File: src/rtl/bpc_pkg.sv
// ----------------------------------------------------------------------------
// Barometric compensation package
// Shared types and constants for the calibration decode and the datapath.
// ----------------------------------------------------------------------------
package bpc_pkg;

    localparam int CFG_IDX_W = 2;
    localparam int CFG_DATA_W = 56;

    localparam logic [CFG_IDX_W-1:0] REG_CAL_LOW = 2'd0;
    localparam logic [CFG_IDX_W-1:0] REG_CAL_MID = 2'd1;
    localparam logic [CFG_IDX_W-1:0] REG_CAL_HIGH = 2'd2;

    localparam logic [7:0] READY_MASK = 8'h60;
    localparam logic signed [16:0] PRESS_BIAS = 17'sd16384;

    typedef struct packed {
        logic [15:0]        t1;
        logic [15:0]        t2;
        logic signed [7:0]  t3;
        logic signed [15:0] p1;
        logic signed [15:0] p2;
        logic signed [7:0]  p3;
        logic signed [7:0]  p4;
        logic [15:0]        p5;
        logic [15:0]        p6;
        logic signed [7:0]  p7;
        logic signed [7:0]  p8;
        logic signed [15:0] p9;
        logic signed [7:0]  p10;
        logic signed [7:0]  p11;
    } t_coef;

endpackage

File: src/rtl/bpc_calib.sv
// ----------------------------------------------------------------------------
// Calibration register file
// Holds the three packed calibration words and splits them into coefficients.
// ----------------------------------------------------------------------------
module bpc_calib import bpc_pkg::*; (
    input  logic                  i_clk,
    input  logic                  i_rst_n,
    input  logic                  i_cfg_we,
    input  logic [CFG_IDX_W-1:0]  i_cfg_idx,
    input  logic [CFG_DATA_W-1:0] i_cfg_wdata,
    output t_coef                 o_coef
);

    logic [CFG_DATA_W-1:0] r_cal_low;
    logic [CFG_DATA_W-1:0] r_cal_mid;
    logic [CFG_DATA_W-1:0] r_cal_high;
    logic [167:0]          w_cal;

    always_ff @(posedge i_clk) begin
        if (!i_rst_n) begin
            r_cal_low <= '0;
            r_cal_mid <= '0;
            r_cal_high <= '0;
        end else if (i_cfg_we) begin
            unique case (i_cfg_idx)
                REG_CAL_LOW: r_cal_low <= i_cfg_wdata;
                REG_CAL_MID: r_cal_mid <= i_cfg_wdata;
                REG_CAL_HIGH: r_cal_high <= i_cfg_wdata;
                default: ;
            endcase
        end
    end

    assign w_cal = {r_cal_high, r_cal_mid, r_cal_low};

    always_comb begin
        o_coef.t1 = w_cal[15:0];
        o_coef.t2 = w_cal[31:16];
        o_coef.t3 = $signed(w_cal[39:32]);
        o_coef.p1 = $signed(w_cal[55:40]);
        o_coef.p2 = $signed(w_cal[71:56]);
        o_coef.p3 = $signed(w_cal[79:72]);
        o_coef.p4 = $signed(w_cal[87:80]);
        o_coef.p5 = w_cal[103:88];
        o_coef.p6 = w_cal[119:104];
        o_coef.p7 = $signed(w_cal[127:120]);
        o_coef.p8 = $signed(w_cal[135:128]);
        o_coef.p9 = $signed(w_cal[151:136]);
        o_coef.p10 = $signed(w_cal[159:152]);
        o_coef.p11 = $signed(w_cal[167:160]);
    end

endmodule

File: config.mk
export PLATFORM = sky130hd
export DESIGN_NAME = bpc_calib
export DESIGN_NICKNAME = d
export VERILOG_FILES = /design/src/rtl/bpc_pkg.sv /design/src/rtl/bpc_calib.sv
export SDC_FILE = /design/constraint.sdc
export NUM_CORES = 1
export LEC_CHECK = 0
export ABC_AREA = 1
export BUFFER_PORTS_ARGS = -buffer_cell sky130_fd_sc_hd__buf_2
export CAP_MARGIN = 20
export CORE_AREA = 8 8 162 103
export CTS_CLUSTER_SIZE = 12
export DETAILED_ROUTE_END_ITERATION = 8
export DIE_AREA = 0 0 170 111
export HOLD_SLACK_MARGIN = 0.15
export PLACE_DENSITY = 0.86
export RECOVER_POWER = 100
export SYNTH_ARGS = -nofsm -noshare
export SYNTH_HDL_FRONTEND = slang
export SYNTH_SLANG_ARGS = --single-unit
export TNS_END_PERCENT = 100
File: constraint.sdc
create_clock -name i_clk -period 1 [get_ports i_clk]
set_input_delay 0.1 -clock i_clk [delete_from_list [all_inputs] [get_ports i_clk]]
set_output_delay 0.1 -clock i_clk [all_outputs]
set_load 0.03 [all_outputs]
-- Word-level counts from Yosys, hierarchy flattened
Index checks and enable logic that the tools add are counted.
- input port bits: 61
- flip-flop bits (word level): 168
- reductions and logical operators: 4
- equality and inequality tests: 2
- operators with widths (cell ; count):
    $reduce_and 2->1 ; 3
    $eq 2x1->1 const B ; 1
    $eq 2x2->1 const B ; 1
    $logic_not 2->1 ; 1

-- Longest topological paths before layout
Gate-level depths: netlist of the first run.
- depth in word-level cells: 2
- gate-level depth with buffers: 7
- gate-level depth less buffers: 5

-- Worst setup path after synthesis of the first run
OpenSTA, ideal clock, no wires.
- path type: input to register
- from: input i_cfg_we
- to: register r_cal_high[10]
- cell stages on the path: 6
- data arrival time: 0.779 ns
- path slack: 0.108 ns
- setup time: 0.113 ns
- path through: buf_2 nand3_2 buf_4 buf_4 nor2_1 nor2_1
- word-level cells in the longest chain between the ends: 1
- ends and longest elaborated chain (item ; RTL line ; RTL):
    from (decl) ; bpc_calib.sv:8 ; input logic i_cfg_we,
    $reduce_and 2->1 (no line) ; - ;
    to (signal assigned) ; bpc_calib.sv:28 ; REG_CAL_HIGH: r_cal_high <= i_cfg_wdata;
    to (decl) ; bpc_calib.sv:16 ; logic [CFG_DATA_W-1:0] r_cal_high;
No other way between the ends.
A chain may end at the register's enable or synchronous reset.

-- Final worst setup path of the first run
- from: register r_cal_low[45]
- to: output o_coef[117] (netlist name)
- RTL lines (item ; RTL line ; RTL):
    from (decl) ; bpc_calib.sv:14 ; logic [CFG_DATA_W-1:0] r_cal_low;
    from (signal assigned) ; bpc_calib.sv:26 ; REG_CAL_LOW: r_cal_low <= i_cfg_wdata;
    to (decl) ; bpc_calib.sv:11 ; output t_coef o_coef
No word-level cell between the ends.

==> impl_metrics.ini, run 1 <==
[status]
status = finished, violations left
violations = negative setup slack

[flow_run]
drv_cap = 0

[floorplan]
die_w_um = 170
dieArea_sq_um = 18870
core_area_sq_um = 14210
rows = 34
pin_count = 229
chipHeight_um = 111
start_util_pct = 49.76

[timing]
whs_ns = 0.1684
timing.final.crit_period_ns = 1.013
finalHoldViolCount = 0
skew_ns = 0
min_period_over_period_pct = 101.3
fin_setup_tns_ns = -0.1181
slew_headroom_pct = 80.68
worstMarginPinSlew_ns = 0.2899
fmax_mhz = 987.3
rsz0062_at_grt = yes
finalSetupViolCount = 17
maxSlewViolCount = 0
setup_ws_ns = -0.01291

[clocking]
cts_root_buffer = clkbuf_16
h-tree-depth = 4
cts.clk_slew.worst_paths_ns = 0.07
cts_tree = built
numCtsBuffers = 17
cts.sinks = 168
cts_buffer_depth = 2
worstSkewPairLatency_ns = 0.40

[worst_setup_path]
slowest_delay_ns = 0.36
path_cells = buf_6
cp.arrival_ns = 0.91
r2r_end = r_cal_mid[23]
worst_ep_required_time_ns = 0.90
path_max_fanout = 2
crit_slowest_cell = dfxtp_2
r2r_cells = 5
r2r_slack_ns = 0.12
endpoint_kind = output pin
cp_num_buf_inv = 1
cp-startpoint = r_cal_low[45]
critPathKind = reg2out
crit_family = flip-flops
worstReg2RegStart = r_cal_mid[23]
critPathLaunchType = flop

[global_route]
grt.overflow.total = 0
grt_pass1_vias = 7496
antenna_found_initial = 3
grt_max_degree = 65
gr-usage-all-layers_pct = 24.55
grt_pass1_wl_um = 38170

[place]
gp_congestion = 0.7858
place_inst = 1451
port-buffer-count = 228
place_area_sq_um = 8332
place_hpwl_um = 13530
place_ws_ns = -0.05018

[drt]
drt-initial-drc-count = 803
drtAntennaViolNets = 0
dr.pass1.iters = 5
wl_per_cell_um = 16.31
num_vias = 7927
viasPerCell = 4.998
drc = 0
wirelength_um = 25870

[pwr]
vdd_drop_max_mv = 1.065
power_mw = 17.49
power.leakage_nw = 5.900
power_density_nw_per_um2 = 1577

[yosys]
synth-seq-cells = 168
synth_area_sq_um = 7071
synth_cells = 1081
synth_fp_nets = 1142
yosys_warnings = 0
synth-seq-area-share_pct = 47.57
synth_area_per_cell_sq_um = 6.541
synth.distinct_cells = 13

[worst_hold_path]
min_path_type = in2reg
hold_path_end = r_cal_low[38]
min-delay-start = i_rst_n
min_delay_path_depth = 4

[final_layout]
fin_util_pct = 78.06
multi_input_area_sq_um = 2709
final-seq-area_sq_um = 3571
area_growth_syn_to_layout_pct = 56.88
n_fill_cell = 869
drive_above_1_share_pct = 34.73
stdcell_count = 1586
stdcell_area_sq_um = 11090
fin_nets = 1433
-- cells in the final DEF (no fill, tap or decap) --
cell type	n
clkinv_4	2
buf_2	57
clkinv_2	2
diode_2	3
dfxtp_4	1
inv_8	3
buf_6	168
buf_12	11
inv_6	3
inv_1	170
dfxtp_1	4
buf_4	46
clkbuf_16	17
nor2_1	280
clkbuf_1	1
bufinv_16	2
nor2_4	1
dlygate4sd3_1	57
dfxtp_2	163
clkbuf_8	1
nand3_1	56
nand3_4	2
clkinvlp_4	2
nand2_1	280
a21oi_1	56
-- worst min-delay path, delay by kind of cell --
kind          cells  cell delay, ns
simple gates      2            0.11
buf+inv           2            0.32
-- repair_timing --
action                                 CTS  global route
setup buffers                            5            38
endpoints found under the hold margin  168             0
resized for setup                      494            11
hold buffers                            57             0
setup endpoints to repair              168           161
-- worst max path at each step --
stage / end / slack, ns / cells after the start
finish: o_coef[117] / -0.01 / 1
global route: o_coef[94] / -0.04 / 1
CTS: o_coef[16] / -0.02 / 1
detailed placement: r_cal_low[16] / -0.05 / 6
global placement: r_cal_low[30] / -0.02 / 6
floorplan: r_cal_high[10] / 0.11 / 6
-- area by class of cell --
cell class                      count  share of cell area, %
Antenna cell                        3                0.06768
Tap cell                          198                  2.234
Clock inverter                     14                  1.466
Inverter                          170                  5.753
Clock buffer                       18                  3.959
Timing Repair Buffer              340                  29.90
Sequential cell                   168                  32.19
Multi-Input combinational cell    675                  24.42
-- report_power, final --
| group | internal [mW] | switching [mW] |
|---|---|---|
| clock network | 3.83 | 2.91 |
| logic | 1.39 | 1.96 |
| registers | 7.11 | 0.287 |
| total | 12.3 | 5.16 |
-- synthesized netlist by cell type, drive strengths merged --
cell / number / share of area, %
a21oi: 56 / 4.0
nor2: 281 / 15
dfxtp: 168 / 48
inv: 170 / 9.0
nand3: 58 / 4.2
buf: 50 / 4.4
clkbuf: 18 / 0.96
nand2: 280 / 15
-- cells by family after synthesis --
group	count (synthesis)	synth area share [%]
buffers and inverters	238	14.40
AND/OR/NAND/NOR	619	34.06
AO/OA/AOI/OAI	56	3.964
flip-flops	168	47.57
-- state kept, by name, indices dropped and copies added, names as in the netlist --
name        flops
r_cal_high     56
r_cal_low      56
r_cal_mid      56
-- metal layers --
layer | GRT usage [%] | part of all wire [%] | up-vias
met1 | 27.82 | 37 | 3635
li1 | - | - | 3749
met4 | 10.54 | 3.3 | 0
met5 | 0 | 0 | -
met3 | 8.428 | 10 | 76
met2 | 41.38 | 49 | 467
(Power assumes the default switching activity.)
==> run 2: changes to the inputs <==
--- a/config.mk
+++ b/config.mk
@@ -8,12 +8,12 @@
 export ABC_AREA = 1
 export BUFFER_PORTS_ARGS = -buffer_cell sky130_fd_sc_hd__buf_2
 export CAP_MARGIN = 20
-export CORE_AREA = 8 8 162 103
+export CORE_AREA = 8 8 145 113
 export CTS_CLUSTER_SIZE = 12
 export DETAILED_ROUTE_END_ITERATION = 8
-export DIE_AREA = 0 0 170 111
+export DIE_AREA = 0 0 153 121
 export HOLD_SLACK_MARGIN = 0.15
-export PLACE_DENSITY = 0.86
+export PLACE_DENSITY = 0.87
 export RECOVER_POWER = 100
 export SYNTH_ARGS = -nofsm -noshare
 export SYNTH_HDL_FRONTEND = slang
==> impl_metrics.ini, run 2 (synthesized netlist as in run 1, its figures left out) <==
[final_layout]
n_fill_cell = 787
fin_nets = 1434
stdcell_count = 1567
area_growth_syn_to_layout_pct = 57.71
reg_top3 = r_cal_high: 56 flops, r_cal_low: 56 flops, r_cal_mid: 56 flops
most-common-layout-cells = 280 x nand2_1, 280 x nor2_1, 170 x inv_1, 170 x buf_6, 168 x dfxtp_2
drive_above_1_share_pct = 34.92
stdcell_area_sq_um = 11150

[worst_setup_path]
path_depth = 1
cp.arrival_ns = 0.94
cp_num_buf_inv = 1
cp-startpoint = r_cal_low[15]
critPathLaunchType = flop
crit_family = flip-flops
r2r_end = r_cal_low[48]
endpoint = o_coef[167]
endpoint_kind = output pin
path_max_fanout = 2
slowest_delay_ns = 0.37
critPathKind = reg2out
r2r_cells = 4
path_cells = buf_6
r2r_slack_ns = 0.03
worst_ep_required_time_ns = 0.90
crit_slowest_cell = dfxtp_2
worstReg2RegStart = r_cal_low[48]

[floorplan]
chipHeight_um = 121
pin_count = 229
dieArea_sq_um = 18510
rows = 38
core_area_sq_um = 14120
start_util_pct = 50.07
die_w_um = 153

[clocking]
worstSkewPairLatency_ns = 0.41
cts_buffer_depth = 2
cts_root_buffer = clkbuf_16
numCtsBuffers = 17
h-tree-depth = 4
cts_tree = built
cts.sinks = 168
cts.clk_slew.worst_paths_ns = 0.07

[drt]
drt-initial-drc-count = 660
wl_per_cell_um = 17.41
dr.pass1.iters = 5
drtAntennaViolNets = 0
viasPerCell = 5.154
drc = 0
wirelength_um = 27280
num_vias = 8077

[global_route]
grt_pass1_vias = 7530
grt_pass1_wl_um = 38770
antenna_found_initial = 3
grt_max_degree = 71
gr-usage-all-layers_pct = 25.81
grt.overflow.total = 0

[worst_hold_path]
min_delay_path_depth = 4
min_path_type = in2reg

[timing]
finalHoldViolCount = 0
worstMarginPinSlew_ns = 0.3067
rsz0062_at_grt = yes
maxSlewViolCount = 0
timing.final.crit_period_ns = 1.042
whs_ns = 0.1748
min_period_over_period_pct = 104.2
fmax_mhz = 959.5
skew_ns = 0
slew_headroom_pct = 79.55
setup_ws_ns = -0.04219
finalSetupViolCount = 25

[place]
place_area_sq_um = 8329
gp_congestion = 0.8144
place_hpwl_um = 13190
port-buffer-count = 228
place_inst = 1434

[pwr]
power.leakage_nw = 5.940
vdd_drop_max_mv = 1.219
power_density_nw_per_um2 = 1597

[status]
violations = negative setup slack
status = finished, violations left

[flow_run]
drv_cap = 0
## run 2: area by class of cell
type	instances	area, sq um	area share, %
Clock inverter	8	146.4	1.313
Inverter	170	638.1	5.723
Sequential cell	168	3573	32.05
Multi-Input combinational cell	675	2709	24.29
Antenna cell	4	10.01	0.08977
Clock buffer	21	470.5	4.219
Tap cell	180	225.2	2.020
Timing Repair Buffer	341	3378	30.30
## run 2: routing by layer
metal  GRT usage, %  up-vias  wire (um)
met5              0        -          0
met4          12.27        0       1130
met3          9.609      109       2766
met2          45.28      493      13440
met1          27.45     3734       9944
li1               -     3741          -
## run 2: metrics by stage
step | utilization [%] | total power [mW] | worst slack, ns | TNS [ns]
after floorplan | - | 9.053 | 0.1084 | 0
after global placement | 58.98 | 9.808 | -0.02750 | -0.1397
after detailed placement | 58.98 | 9.868 | -0.05876 | -1.870
after CTS | 76.93 | 17.50 | -0.02429 | -0.4931
after global routing | 78.95 | 18.37 | -0.04819 | -3.283
final | 78.97 | 17.81 | -0.04219 | -0.2512
## run 2: report_power, final
| group | switching, mW | leakage, nW | internal [mW] |
|---|---|---|---|
| clock network | 2.63 | 0.301 | 4.34 |
| registers | 0.293 | 1.45 | 7.12 |
| logic | 2.01 | 4.19 | 1.41 |
## run 2: worst min-delay path by stage
stage | startpoint | end | slack [ns]
after detailed placement | i_cfg_wdata[18] | r_cal_high[18] | 0.36
after global placement | i_cfg_wdata[18] | r_cal_high[18] | 0.36
after floorplan | i_cfg_wdata[10] | r_cal_high[10] | 0.23
final | i_cfg_idx[1] | r_cal_high[55] | 0.17
after CTS | i_cfg_we | r_cal_low[0] | 0.25
after global routing | i_cfg_idx[1] | r_cal_high[55] | 0.20
## run 2: timing repair
action,CTS,global route
gates resized for setup,504,4
endpoints found under the setup margin,168,216
hold buffers,58,0
cloned,0,2
buffers inserted,10,31
pin swaps,0,0
hold endpoints to repair,168,0
